## config.mk

```make
export PLATFORM = sky130hd
export DESIGN_NAME = pagg_serial_mod
export DESIGN_NICKNAME = d
export VERILOG_FILES = /design/src/sv/pagg_serial_mod.sv
export SDC_FILE = /design/constraint.sdc
export NUM_CORES = 1
export LEC_CHECK = 0
export BUFFER_PORTS_ARGS = -buffer_cell sky130_fd_sc_hd__buf_2
export CORE_MARGIN = 2
export CORE_UTILIZATION = 45
export CTS_CLUSTER_SIZE = 10
export DETAILED_ROUTE_END_ITERATION = 10
export HOLD_SLACK_MARGIN = 0.08
export PLACE_DENSITY = 0.7
export SYNTH_ARGS = -nofsm -noshare
export SYNTH_HDL_FRONTEND = slang
export SYNTH_SLANG_ARGS = --single-unit
```

## constraint.sdc

```tcl
create_clock -name clk_i -period 5.6 [get_ports clk_i]
set_clock_uncertainty 0.1 [all_clocks]
set_input_delay 0 -clock clk_i [delete_from_list [all_inputs] [get_ports clk_i]]
set_output_delay 0 -clock clk_i [all_outputs]
set_load 0.05 [all_outputs]
```

## src/sv/pagg_serial_mod.sv

```systemverilog
`timescale 1ns / 1ps
// Bit-serial restoring remainder unit: one dividend bit per cycle.
// Stand-alone; used by the top level for the draw index.
module pagg_serial_mod #(
  parameter int unsigned DIVIDEND_W = 31,
  parameter int unsigned DIVISOR_W  = 17
) (
  input  logic                  clk_i,
  input  logic                  rst_ni,
  input  logic                  start_i,
  input  logic [DIVIDEND_W-1:0] dividend_i,
  input  logic [DIVISOR_W-1:0]  divisor_i,
  output logic                  done_o,
  output logic [DIVISOR_W-1:0]  rem_o
);

  localparam int unsigned CNT_W = $clog2(DIVIDEND_W + 1);

  logic [DIVIDEND_W-1:0] sh_q, sh_d;
  logic [DIVISOR_W-1:0]  div_q, div_d;
  logic [DIVISOR_W-1:0]  rem_q, rem_d;
  logic [CNT_W-1:0]      cnt_q, cnt_d;
  logic                  busy_q, busy_d;
  logic                  done_q, done_d;
  logic [DIVISOR_W:0]    trial;
  logic [DIVISOR_W:0]    diff;

  assign trial = {rem_q, sh_q[DIVIDEND_W-1]};
  assign diff  = trial - {1'b0, div_q};

  always_comb begin
    sh_d   = sh_q;
    div_d  = div_q;
    rem_d  = rem_q;
    cnt_d  = cnt_q;
    busy_d = busy_q;
    done_d = 1'b0;
    if (start_i) begin
      sh_d   = dividend_i;
      div_d  = divisor_i;
      rem_d  = '0;
      cnt_d  = CNT_W'(DIVIDEND_W);
      busy_d = 1'b1;
    end else if (busy_q) begin
      sh_d = sh_q << 1;
      if (trial >= {1'b0, div_q}) begin
        rem_d = diff[DIVISOR_W-1:0];
      end else begin
        rem_d = trial[DIVISOR_W-1:0];
      end
      cnt_d = cnt_q - CNT_W'(1);
      if (cnt_q == CNT_W'(1)) begin
        busy_d = 1'b0;
        done_d = 1'b1;
      end
    end
  end

  always_ff @(posedge clk_i or negedge rst_ni) begin
    if (!rst_ni) begin
      cnt_q  <= '0;
      busy_q <= 1'b0;
      done_q <= 1'b0;
    end else begin
      cnt_q  <= cnt_d;
      busy_q <= busy_d;
      done_q <= done_d;
    end
  end

  always_ff @(posedge clk_i) begin
    sh_q  <= sh_d;
    div_q <= div_d;
    rem_q <= rem_d;
  end

  assign done_o = done_q;
  assign rem_o  = rem_q;

endmodule

```

==> flow_metrics.tcl <==
set metrics [dict create \
    outcome "complete, no violations" \
    ctsHtreeMaxLevel 3 \
    die-width_um 98.3 \
    vias 3140 \
    fin_crit_sh 0.577 \
    holdPathEnd "div_q[9]" \
    numPortBuffers 68 \
    final_common_cell "buf_2" \
    area_delta_synth_final_pct 28.1 \
    place.gp.congestion 0.849 \
    yosysTopAreaCellShare 0.360 \
    gr-total-overflow 0 \
    cp_common_cell "inv_1" \
    synthFlopType "edfxtp_1" \
    r2r_slack_ps 2370 \
    reg2reg_to "rem_o[0]" \
    numCtsBuffers 9 \
    required_ps 5760 \
    hp-class "in -> reg" \
    cts_root_buffer "clkbuf_8" \
    critPathLaunch "sh_q[30]" \
    synth_edf_count 48 \
    fp.coreArea_mm2 0.00868 \
    async_reset_ff_frac 0.0972 \
    clock_path_buffers 2 \
    cts_setup_buffers 0 \
    fin_ws_ps 2370 \
    hold_depth 2 \
    layout_min_cycle_time_ps 3230 \
    grt.total_usage 0.192 \
    switching_power_uw 305 \
    row_count 34 \
    slew_viol_final 0 \
    synth_nets 434 \
    drive_gt1_frac 0.263 \
    clkPwrFrac 0.387 \
    drc 0 \
    via_per_inst 5.35 \
    seq_power_share 0.477 \
    io-pin-count 69 \
    synth.area.top_cells "edfxtp_1, mux2_2, dfxtp_1" \
    cts_tree "built" \
    relSlewSlack 0.327 \
    syn_area_per_cell_um2 11.0 \
    detail_route.iter0.violations 193 \
    vdd_drop_max_v 0.000140 \
    grt_max_degree 67 \
    routed_wl_um 8980 \
    yosysSeqAreaShare 0.489 \
    clock_sinks 72 \
    critPathKind "reg -> reg" \
    layout_common_cells "buf_2, dlygate4sd3_1, edfxtp_1" \
    maxClockFrequency_mhz 310 \
    setup_violations 0 \
    swShare 0.234 \
    synth_area_mm2 0.00400 \
    yosys.cell_types.count 59 \
    avgRoutedWirePerCell_um 15.3 \
    initial_core_util 0.461 \
    path_cells "inv_1, ha_1, inv_1, fa_1, a21o_1, a221oi_2, o31a_4, a221o_1, mux2_4, a211oi_2" \
    dp_slack_ps 2380 \
    finalSetupTns_ps 0 \
    dp_hpwl_um 5700 \
    die-area_mm2 0.00966 \
    cellLeakagePower_uw 0.00219 \
    maxCapViolations 0 \
    cpPeakStageDelay_ps 640 \
    antenna_found_initial 0 \
    crit_path_end_kind "flop" \
    tightest_slew_ps 1010 \
    nets 545 \
    hold_viol 0 \
    p_int_uw 998 \
    grt_pass1_vias 3124 \
    syn_inst 363 \
    power_density_mw_per_mm2 254 \
    fp.dieH_um 98.3 \
    antennaDiodeCount 0 \
    comb_power_share 0.136 \
    path_max_fanout 19 \
    clk_pin_slew_worst_paths_ps 80 \
    rsz0062_at_grt "false" \
    ys_ff_latch 72 \
    antenna_left 0 \
    crit_slowest_cell "a221o_1" \
    insertion_delay_ps 350 \
    yosys.area.top_type "edfxtp_1" \
    drt-pass1-iter-count 4 \
    critPathLaunchType "flop" \
    reg2regPathDepth 10 \
    min_from "start_i" \
    grt_pass1_wl_um 14800 \
    critPathArrivalTime_ps 3390 \
    regToRegStartpoint "sh_q[30]" \
    ys_warn_count 0 \
]
flip-flops by register name (all words and copies together), names as in the netlist:
name    cells
sh_q       31
rem_o      17
busy_q      1
cnt_q       5
done_o      1
div_q      17
layout make-up:
class / instances / area [um2]
Fill cell: 715 / 3550
Clock inverter: 7 / 119
Multi-Input combinational cell: 246 / 1840
Tap cell: 108 / 135
Timing Repair Buffer: 120 / 856
Clock buffer: 9 / 124
Sequential cell: 72 / 1960
Inverter: 25 / 93.8
power by group through the flow:
stage          sequential (uW)  clock (uW)  combinational [uW]
6_report                   621         505                 177
5_1_grt                    624         536                 196
4_1_cts                    620         513                 175
3_5_place_dp               632           0                 148
3_3_place_gp               631           0                 144
2_1_floorplan              632           0                 105
layer usage:
layer  up-vias  track usage  wire length, um
met5         -            0                0
met4         0       0.0759              156
met3        14       0.0394              402
met2        74        0.328             4570
met1      1486        0.239             3860
li1       1566            -                -
Yosys cell counts (all sizes together) (10+ instances only):
master and number:
a21oi 16, buf 13, dfxtp 17, edfxtp 48, ha 19, inv 25, mux2 32, nand2 30
nand2b 10, nand3 13, nor2 21, o21ai 13
worst max-delay path, delay by kind of cell, from the launching register on:
kind | cells | cell delay (ps)
buffers and inverters | 2 | 140
AO/OA/AOI/OAI | 5 | 1620
flip-flops | 1 | 360
adder cells (fa/ha/maj) | 2 | 570
multiplexers | 1 | 360
kinds of logic after synthesis:
group | after synthesis | synth area share
AOI/OAI and AO/OA | 82 | 0.154
xor gates and xnor gates | 12 | 0.0263
adders and majority gates | 20 | 0.0644
buffers and inverters | 45 | 0.0507
DFF | 72 | 0.489
muxes | 34 | 0.0960
and+or+nand+nor | 98 | 0.119
per-stage QoR:
| stage | instance area [um2] | instances | power, uW | hold WS (ps) | utilization |
|---|---|---|---|---|---|
| 2_1_floorplan | 4000 | 363 | 737 | -396 | - |
| 3_3_place_gp | 4380 | 521 | 775 | -260 | 0.505 |
| 3_5_place_dp | 4380 | 521 | 779 | -258 | 0.505 |
| 4_1_cts | 5130 | 587 | 1310 | 237 | 0.591 |
| 5_1_grt | 5130 | 587 | 1360 | 245 | 0.591 |
| 6_report | 5130 | 587 | 1300 | 245 | 0.591 |
how the worst max path moves through the flow:
stage | endpoint | slack [ps] | cells after the start
4_1_cts | rem_o[0] | 2360 | 10
6_report | rem_o[0] | 2370 | 10
2_1_floorplan | rem_o[0] | 2860 | 8
3_5_place_dp | rem_o[0] | 2380 | 10
3_3_place_gp | rem_o[0] | 2460 | 10
5_1_grt | rem_o[0] | 2180 | 10
repair_timing:
action	CTS	global route
hold buffers	50	0
hold endpoints to repair	55	0
setup endpoints to repair	0	0
resized for setup	0	0
(Power assumes the default switching activity.)
