## config.mk

```make
export PLATFORM = sky130hd
export DESIGN_NAME = pagg_out_reg
export DESIGN_NICKNAME = d
export VERILOG_FILES = /design/src/sv/pagg_pkg.sv /design/src/sv/pagg_out_reg.sv
export SDC_FILE = /design/constraint.sdc
export NUM_CORES = 1
export LEC_CHECK = 0
export BUFFER_PORTS_ARGS = -buffer_cell sky130_fd_sc_hd__clkbuf_2
export CAP_MARGIN = 0
export CORE_MARGIN = 5
export CORE_UTILIZATION = 45
export CTS_BUF_LIST = sky130_fd_sc_hd__clkbuf_8
export DETAILED_ROUTE_END_ITERATION = 6
export PLACE_DENSITY_LB_ADDON = 0.08
export SYNTH_ARGS = -nofsm -noshare
export SYNTH_HDL_FRONTEND = slang
export SYNTH_SLANG_ARGS = --single-unit
```

## constraint.sdc

```tcl
create_clock -name clk_i -period 1.5 [get_ports clk_i]
set_clock_uncertainty 0.2 [all_clocks]
set_input_delay 0.3 -clock clk_i [delete_from_list [all_inputs] [get_ports clk_i]]
set_output_delay 0.3 -clock clk_i [all_outputs]
set_load 0.02 [all_outputs]
```

## src/sv/pagg_pkg.sv

```systemverilog
`timescale 1ns / 1ps
// Shared types and constants of the preferential attachment graph grower.
// Used by the output register and the top level; depends on nothing.
package pagg_pkg;

  localparam int unsigned RV_W     = 31;
  localparam int unsigned ATTACH_W = 4;
  localparam int unsigned LIMIT_W  = 15;
  localparam int unsigned STATUS_W = 2;
  localparam int unsigned CFG_IW   = 1;

  localparam logic [ATTACH_W-1:0] ATTACH_RST = 4'd3;
  localparam logic [LIMIT_W-1:0]  LIMIT_RST  = 15'd1000;

  localparam logic OP_START = 1'b0;
  localparam logic OP_DRAW  = 1'b1;

  localparam logic [CFG_IW-1:0] CFG_ATTACH = 1'b0;
  localparam logic [CFG_IW-1:0] CFG_LIMIT  = 1'b1;

  typedef enum logic [STATUS_W-1:0] {
    ST_EDGE    = 2'd0,
    ST_BUILT   = 2'd1,
    ST_REFUSED = 2'd2
  } status_e;

endpackage

```

## src/sv/pagg_out_reg.sv

```systemverilog
`timescale 1ns / 1ps
// Output register that holds one result word for the master stream.
// Depends on pagg_pkg for the status codes.
module pagg_out_reg
  import pagg_pkg::*;
#(
  parameter int unsigned NODE_BITS = 16,
  parameter int unsigned OUT_DW    = 32
) (
  input  logic                 clk_i,
  input  logic                 rst_ni,
  input  logic                 load_i,
  input  status_e              status_i,
  input  logic [NODE_BITS-1:0] new_node_i,
  input  logic [NODE_BITS-1:0] target_node_i,
  input  logic                 last_i,
  output logic                 full_o,
  output logic                 m_axis_tvalid,
  input  logic                 m_axis_tready,
  output logic [OUT_DW-1:0]    m_axis_tdata,
  output logic [STATUS_W-1:0]  m_axis_tuser,
  output logic                 m_axis_tlast
);

  logic                 valid_q, valid_d;
  status_e              status_q;
  logic [NODE_BITS-1:0] new_q;
  logic [NODE_BITS-1:0] target_q;
  logic                 last_q;

  always_comb begin
    valid_d = valid_q;
    if (m_axis_tready) begin
      valid_d = 1'b0;
    end
    if (load_i) begin
      valid_d = 1'b1;
    end
  end

  always_ff @(posedge clk_i or negedge rst_ni) begin
    if (!rst_ni) begin
      valid_q <= 1'b0;
    end else begin
      valid_q <= valid_d;
    end
  end

  always_ff @(posedge clk_i) begin
    if (load_i) begin
      status_q <= status_i;
      new_q    <= new_node_i;
      target_q <= target_node_i;
      last_q   <= last_i;
    end
  end

  assign full_o        = valid_q;
  assign m_axis_tvalid = valid_q;
  assign m_axis_tdata  = OUT_DW'({target_q, new_q});
  assign m_axis_tuser  = status_q;
  assign m_axis_tlast  = last_q;

endmodule

```

==> parameters.txt, run 1 <==
Parameter                              Value

Run status
  Result of the run ... completed

Power and ir drop
  Internal portion of total power ... 1650 uW
  Switching power ... between 500 and 600 uW
  Reg power frac ... between 50% and 60%
  Power density over the cells ... roughly 1100 nW/um^2
  Comb power frac ... between 15 and 20%
  Switching portion of total power ... a little under a quarter
  Worst IR Drop VDD ... just over 0.001 V
  Static power due to leakage ... slightly below 0.0009 uW
  Power share of the clock group ... 28.6%

Place
  Placed standard-cell area ... about 1500 um^2
  PortBufs ... between 70 and 80
  Global placement routability congestion ... approximately 0.62
  Number of placed cells counting well taps ... 142

Run
  Max-cap viol count ... 0

Worst setup path
  Critical register-to-register path endpoint ... full_o$_DFFE_PN0P_
  Worst-path maximum fanout ... 3
  Kind of end point of the critical path ... output port
  Worst R2R Setup Slack ... roughly 600 ps
  Launch instance of the worst register-to-register path ... full_o$_DFFE_PN0P_
  Critical path required time ... 1000 ps
  Start-to-end type of the worst setup path ... reg -> out
  Max stage delay cell, worst path ... sky130_fd_sc_hd__dfrtp_1
  Cell family contributing the most delay on the critical path ... flip-flops
  Worst path max stage delay ... about 400 ps
  CP arrival ... about 860 ps
  Combined buffer and inverter count along the critical path ... 1
  Worst path cell trace ... clkbuf_2
  FF-to-FF path depth ... 1
  Startpoint type of the worst setup path ... flip-flop

Synthesis
  Synthesized Nets ... 78
  Top area cells in the synthesized netlist ... sky130_fd_sc_hd__edfxtp_1, sky130_fd_sc_hd__dfrtp_1, sky130_fd_sc_hd__a21o_1, sky130_fd_sc_hd__buf_4, sky130_fd_sc_hd__inv_1
  Cell count after synthesis ... 39
  Yosys warning count ... 0
  Sequential-to-total area share from yosys stat ... between 90% and 100%
  Average footprint of a synthesized cell ... 28.1 um^2
  Cell Area, Synth ... 1090 um^2
  Count of flip-flops with a built-in enable after synthesis ... 35
  Cell with the most instances after synthesis ... sky130_fd_sc_hd__edfxtp_1
  Synthesized flop and latch total ... 36
  Top cell types by occurrence after synthesis ... sky130_fd_sc_hd__edfxtp_1, sky130_fd_sc_hd__a21o_1, sky130_fd_sc_hd__buf_4, sky130_fd_sc_hd__dfrtp_1, sky130_fd_sc_hd__inv_1
  Proportion of register bits with asynchronous set or reset after synthesis ... between 2 and 3%
  Cell type contributing the most total cell area after synthesis ... sky130_fd_sc_hd__edfxtp_1
  Distinct cell type count after synthesis ... 5
  Most used flip-flop cell after synthesis ... sky130_fd_sc_hd__edfxtp_1
  Top-area cell type share of the netlist area ... between 90 and 100%

Global routing
  Overall Global Routing Usage ... roughly 17%
  Wire length of the first global-routing pass ... between 4000 and 5000 um
  Maximum number of pins on one net before global-route repair ... 37
  Number of global-route vias before repair ... roughly 860
  Global-route congestion overflow total ... 0
  Antenna violations before repair ... 0

STA
  Setup TNS ... 0 ps
  Period minus WS final ... 1360 ps
  Relative slew slack ... around 88%
  Post-route worst hold slack ... 24.9 ps
  Worst Tran Pin Value ... about 190 ps
  Final Slew Violations ... 0
  Max Fclk ... 737 MHz
  Final setup vio count ... 0
  Crit share post-route ... 90.4%
  Number of failing hold endpoints at the final stage ... 0
  RSZ-0062 raised after global routing ... no

CTS
  Clk Tree Root Cell ... sky130_fd_sc_hd__clkbuf_8
  TritonCTS sink count ... 36
  CTS buffer count ... 5
  CTS HTree Levels ... 2
  CTS tree ... done
  Post-CTS sizing ... 0
  Clock transition time at the flip-flop clock pins of the worst setup and hold paths ... approximately 70 ps
  Maximum buffer depth of the clock tree ... 2
  Clock latency at the later pin of the worst-skew pair ... between 200 and 300 ps

Floorplanning
  Width of the die ... 59.3 um
  Core outline area ... 2280 um^2
  Die Span Y ... about 59 um
  Ports placed on the boundary ... 76
  Die Area ... 3520 um^2
  Standard-cell rows ... 17
  Starting density of the core ... around 48%

Hold path
  Worst min-delay path startpoint ... target_node_i[14]
  Hold depth ... 1
  Hold EP ... target_q[14]$_DFFE_PP_
  Hold/Removal Path Class ... in -> reg

Route
  Total iterations of the first detailed-routing run ... 4
  Routed length per instance ... approximately 17 um
  Routed via count divided by cell count ... 4.55
  Drt drc ... 0
  Sum of routed wire length over all layers ... just over 3000 um
  Detailed-route via count ... around 840
  Antenna viol nets, final ... 0
  Initial detailed-routing violation count ... 19

Layout
  Antenna diodes ... 0
  Seq. cell area ... 1080 um^2
  Multi-input combinational cell area ... approximately 7.5 um^2
  Final Instance Area ... 1950 um^2
  Post-route non-filler standard cell count ... between 150 and 200
  Number of filler instances in the final layout ... slightly above 90
  Net count of the finished layout ... 195
  Final core occ ... a little under nine tenths
  Area delta synth->final ... 77.9%
  Share of post-route cells with drive strength above 1 ... between 50% and 60%
[layer usage]
| layer | global-route usage, % | wire, um |
|---|---|---|
| met2 | 29.8 | 1640 |
| met1 | 18.2 | 1040 |
| met5 | 0 | 0 |
| met4 | 6.80 | 34 |
| met3 | 8.06 | 385 |
[registers in the layout (all words and copies together), names as in the netlist]
| register | flops |
|---|---|
| full_o | 1 |
| m_axis_tlast | 1 |
| m_axis_tuser | 2 |
| new_q | 16 |
| target_q | 16 |
[final cells by class]
type | instances | area share [%]
Multi-Input combinational cell | 1 | 0.385
Clock buffer | 5 | 3.53
Inverter | 1 | 0.193
Sequential cell | 36 | 55.2
Timing Repair Buffer | 111 | 38.3
Tap cell | 28 | 1.80
Clock inverter | 3 | 0.578
[power groups by stage]
stage	sequential (uW)	combinational, uW	clock (uW)
4_1_cts	1210	307	619
6_report	1220	330	620
5_1_grt	1220	349	674
3_5_place_dp	1240	254	0
3_3_place_gp	1230	252	0
2_1_floorplan	1340	6.94	0
[placed cells by master (no fill, tap or decap)]
cell type,instances
sky130_fd_sc_hd__a21o_1,1
sky130_fd_sc_hd__dfrtp_1,1
sky130_fd_sc_hd__inv_1,3
sky130_fd_sc_hd__dlygate4sd3_1,35
sky130_fd_sc_hd__clkbuf_8,5
sky130_fd_sc_hd__buf_12,1
sky130_fd_sc_hd__clkbuf_2,75
sky130_fd_sc_hd__clkinv_1,1
sky130_fd_sc_hd__edfxtp_1,35
[cell families after synthesis]
logic type / synth area share [%]
buf+inv: 1.03
compound gates: 0.686
flops: 98.3
[worst max path at each step]
stage	start	end	slack, ps	depth (start not counted)
after floorplan	full_o$_DFFE_PN0P_	m_axis_tvalid	370	1
after global placement	load_i	new_q[10]$_DFFE_PP_	370	2
after detailed placement	load_i	target_q[11]$_DFFE_PP_	360	2
after CTS	new_q[1]$_DFFE_PP_	m_axis_tdata[1]	160	1
after global routing	full_o$_DFFE_PN0P_	m_axis_tvalid	100	1
final	full_o$_DFFE_PN0P_	m_axis_tvalid	140	1
[metrics by stage]
step | power [uW] | setup slack [ps]
finish | 2170 | 144
global route | 2250 | 101
CTS | 2140 | 160
detailed placement | 1490 | 364
global placement | 1490 | 371
floorplan | 1350 | 374
[what timing repair did]
| item | CTS | global route |
|---|---|---|
| hold endpoints to repair | 26 | 9 |
| setup buffers | 0 | 0 |
| hold buffers | 26 | 9 |
Note: power is estimated with default switching activity, not from simulation.
==> run 2: changes to the inputs <==
--- a/config.mk
+++ b/config.mk
@@ -5,13 +5,14 @@
 export SDC_FILE = /design/constraint.sdc
 export NUM_CORES = 1
 export LEC_CHECK = 0
+export ABC_AREA = 1
 export BUFFER_PORTS_ARGS = -buffer_cell sky130_fd_sc_hd__clkbuf_2
 export CAP_MARGIN = 0
 export CORE_MARGIN = 5
 export CORE_UTILIZATION = 45
 export CTS_BUF_LIST = sky130_fd_sc_hd__clkbuf_8
 export DETAILED_ROUTE_END_ITERATION = 6
-export PLACE_DENSITY_LB_ADDON = 0.08
+export PLACE_DENSITY_LB_ADDON = 0.12
 export SYNTH_ARGS = -nofsm -noshare
 export SYNTH_HDL_FRONTEND = slang
 export SYNTH_SLANG_ARGS = --single-unit
==> run 2 against run 1 <==
  * Sequential cell count is the same
  * Cell count rose by 1.1%
  * Critical path depth stayed put
  * Non-clock buffer count shrank 1
  * Largest cell class unchanged
  * Highest routed layer unchanged
==> parameters.txt, run 2 <==
Parameter                              Value

Place
  Worst Setup Slack post-DPL ... 366 ps (+2.15 ps)
  Placed standard-cell area ... 1520 um^2 (+0.41%)
  Global placement routability congestion ... 0.632 (+1.3%)
  PortBufs ... 75 (unchanged)

Route
  Total iterations of the first detailed-routing run ... 4 (unchanged)
  Antenna viol nets, final ... 0 (unchanged)
  Detailed-route via count ... 816 (-3.0%)
  Sum of routed wire length over all layers ... 2550 um (-18%)
  Routed length per instance ... 13.7 um (-19%)
  Initial detailed-routing violation count ... 15 (-4)
  Drt drc ... 0 (unchanged)
  Routed via count divided by cell count ... 4.36 (-4.0%)

Synthesis
  Top-area cell type share of the netlist area ... 95.7% (-0.33 points)
  Yosys warning count ... 0 (unchanged)
  Distinct cell type count after synthesis ... 5 (unchanged)
  Cell Area, Synth ... 1100 um^2 (+0.34%)
  Average footprint of a synthesized cell ... 26.8 um^2 (-4.6%)
  Synthesized Nets ... 80 (+2.6%)
  Sequential-to-total area share from yosys stat ... 97.9% (-0.34 points)
  Top cell types by occurrence after synthesis ... sky130_fd_sc_hd__edfxtp_1, sky130_fd_sc_hd__inv_1, sky130_fd_sc_hd__nand2_1
  Cell count after synthesis ... 41 (+5.1%)
  Cell type contributing the most total cell area after synthesis ... sky130_fd_sc_hd__edfxtp_1
  Cell with the most instances after synthesis ... sky130_fd_sc_hd__edfxtp_1
  Count of flip-flops with a built-in enable after synthesis ... 35 (unchanged)
  Most used flip-flop cell after synthesis ... sky130_fd_sc_hd__edfxtp_1
  Top area cells in the synthesized netlist ... sky130_fd_sc_hd__edfxtp_1, sky130_fd_sc_hd__dfrtp_1, sky130_fd_sc_hd__buf_4, sky130_fd_sc_hd__inv_1, sky130_fd_sc_hd__nand2_1
  Synthesized flop and latch total ... 36 (unchanged)
  Proportion of register bits with asynchronous set or reset after synthesis ... 2.78% (unchanged)

CTS
  TritonCTS sink count ... 36 (unchanged)
  Post-CTS sizing ... 0 (unchanged)
  CTS Hold Buffers Added ... 23 (-12%)
  Clock transition time at the flip-flop clock pins of the worst setup and hold paths ... 60 ps (about the same)
  CTS HTree Levels ... 2 (unchanged)
  Clock latency at the later pin of the worst-skew pair ... 270 ps (about the same)
  CTS buffer count ... 5 (unchanged)
  Maximum buffer depth of the clock tree ... 2 (unchanged)
  CTS tree ... done
  Clk Tree Root Cell ... sky130_fd_sc_hd__clkbuf_8
  Post-CTS Setup Bufs ... 0 (unchanged)

Worst setup path
  Start-to-end type of the worst setup path ... reg -> out
  Cell family contributing the most delay on the critical path ... flip-flops
  Critical path required time ... 1000 ps (about the same)
  Max stage delay cell, worst path ... sky130_fd_sc_hd__edfxtp_1
  Kind of end point of the critical path ... output port
  CP arrival ... 840 ps (-20 ps)
  Startpoint type of the worst setup path ... flip-flop
  Worst-path maximum fanout ... 1 (-2)
  Worst path max stage delay ... 390 ps (about the same)
  Combined buffer and inverter count along the critical path ... 1 (unchanged)
  Worst path cell trace ... clkbuf_2

Run
  Max-cap viol count ... 0 (unchanged)

STA
  Setup TNS ... 0 ps (unchanged)
  Relative slew slack ... 88.2% (+0.57 points)
  Crit share post-route ... 89.4% (-0.97 points)
  Final Slew Violations ... 0 (unchanged)
  Worst Tran Pin Value ... 178 ps (-8.55 ps)
  Setup ws final ... 158 ps (+14.6 ps)
  Period minus WS final ... 1340 ps (-14.6 ps)
  Final setup vio count ... 0 (unchanged)
  RSZ-0062 raised after global routing ... no
  Max Fclk ... 745 MHz (+1.1%)
  Number of failing hold endpoints at the final stage ... 0 (unchanged)

Power and ir drop
  Static power due to leakage ... 0.000871 uW (-0.89%)
  Switching power ... 482 uW (-6.8%)
  Internal portion of total power ... 1640 uW (-0.36%)
  Comb power frac ... 15.2% (about the same)
  Worst IR Drop VDD ... 0.000890 V (-14%)
  Reg power frac ... 57.1% (+1.0 points)
  Power density over the cells ... 1100 nW/um^2 (-1.5%)
  Power share of the clock group ... 27.7% (-0.9 points)
  Switching portion of total power ... 22.7% (-1.2 points)

Global routing
  Number of global-route vias before repair ... 766 (-11%)
  Antenna violations before repair ... 0 (unchanged)
  Wire length of the first global-routing pass ... 3480 um (-16%)
  Overall Global Routing Usage ... 14.7% (-2.6 points)
  Global-route congestion overflow total ... 0 (unchanged)
  Maximum number of pins on one net before global-route repair ... 37 (unchanged)

Layout
  Antenna diodes ... 0 (unchanged)
  Multi-input combinational cell area ... 7.51 um^2 (unchanged)
  Number of filler instances in the final layout ... 130 (+41%)
  Share of post-route cells with drive strength above 1 ... 51.6% (unchanged)
  Area delta synth->final ... 76.7%
  Most common library cell in the layout ignoring fill and taps ... sky130_fd_sc_hd__clkbuf_2
  Most used cells in the layout excluding fill and tap cells ... sky130_fd_sc_hd__clkbuf_2, sky130_fd_sc_hd__edfxtp_1, sky130_fd_sc_hd__dlygate4sd3_1
  Final Instance Area ... 1940 um^2 (-0.39%)
  Net count of the finished layout ... 196 (+0.51%)
  Seq. cell area ... 1080 um^2 (unchanged)

Floorplanning
  Core outline area ... 2410 um^2 (+5.9%)
  Width of the die ... 59.4 um (+0.14%)
  Standard-cell rows ... 18 (+1)
  Die Area ... 3530 um^2 (+0.29%)
  Die Span Y ... 59.4 um (+0.14%)
  Starting density of the core ... 45.6% (-2.5 points)
  Ports placed on the boundary ... 76 (unchanged)

Run status
  Result of the run ... completed

Hold path
  Hold/Removal Path Class ... in -> reg
-- run 2: cell types whose count changed after synthesis, sizes merged --
| cell | delta |
|---|---|
| a21o | -1 |
| nand2 | +2 |
| inv | +1 |
-- run 2: per-stage QoR --
step / hold slack, ps / util (%) / cells / power, uW
floorplan: -196 / - / 41 / 1350
global placement: -125 / 63.2 / 146 / 1480
detailed placement: -124 / 63.2 / 146 / 1490
CTS: 0.451 / 76.0 / 176 / 2110
global route: 0.962 / 80.5 / 187 / 2220
finish: 10.7 / 80.5 / 187 / 2130
-- run 2: metal layers --
metal  global-route usage (%)  share of wire (%)
met3                     7.41                 12
met1                     13.7                 31
met5                        0                  0
met2                     26.4                 56
met4                     6.80               0.94
-- run 2: logic make-up after synthesis --
family | Yosys count | synth area share, %
buf+inv | 3 | 1.37
flops | 36 | 97.9
simple gates | 2 | 0.684
-- run 2: worst paths after layout --
check	start	end	slack, ps	depth (start not counted)
setup / recovery	target_q[7]$_DFFE_PP_	m_axis_tdata[23]	160	1
hold / removal	new_node_i[12]	new_q[12]$_DFFE_PP_	10	1
setup reg to reg	full_o$_DFFE_PN0P_	full_o$_DFFE_PN0P_	680	2
hold reg to reg	full_o$_DFFE_PN0P_	full_o$_DFFE_PN0P_	310	2
max in group asynchronous	rst_ni	full_o$_DFFE_PN0P_	890	2
min in group asynchronous	rst_ni	full_o$_DFFE_PN0P_	130	2
-- run 2: power by group through the flow --
stage          sequential (uW)  clock [uW]  combinational, uW
2_1_floorplan             1340           0               7.36
3_3_place_gp              1230           0                251
3_5_place_dp              1230           0                255
4_1_cts                   1210         599                301
5_1_grt                   1220         657                343
6_report                  1210         590                323
-- run 2: final cells by class --
cell class              instances  share of cell area, %
clock buffers                   5                   3.55
clock inverters                 2                  0.387
inverters                       2                  0.387
multi-input cells               2                  0.387
flip-flops and latches         36                   55.4
well taps                      30                   1.93
repair buffers                110                   37.9
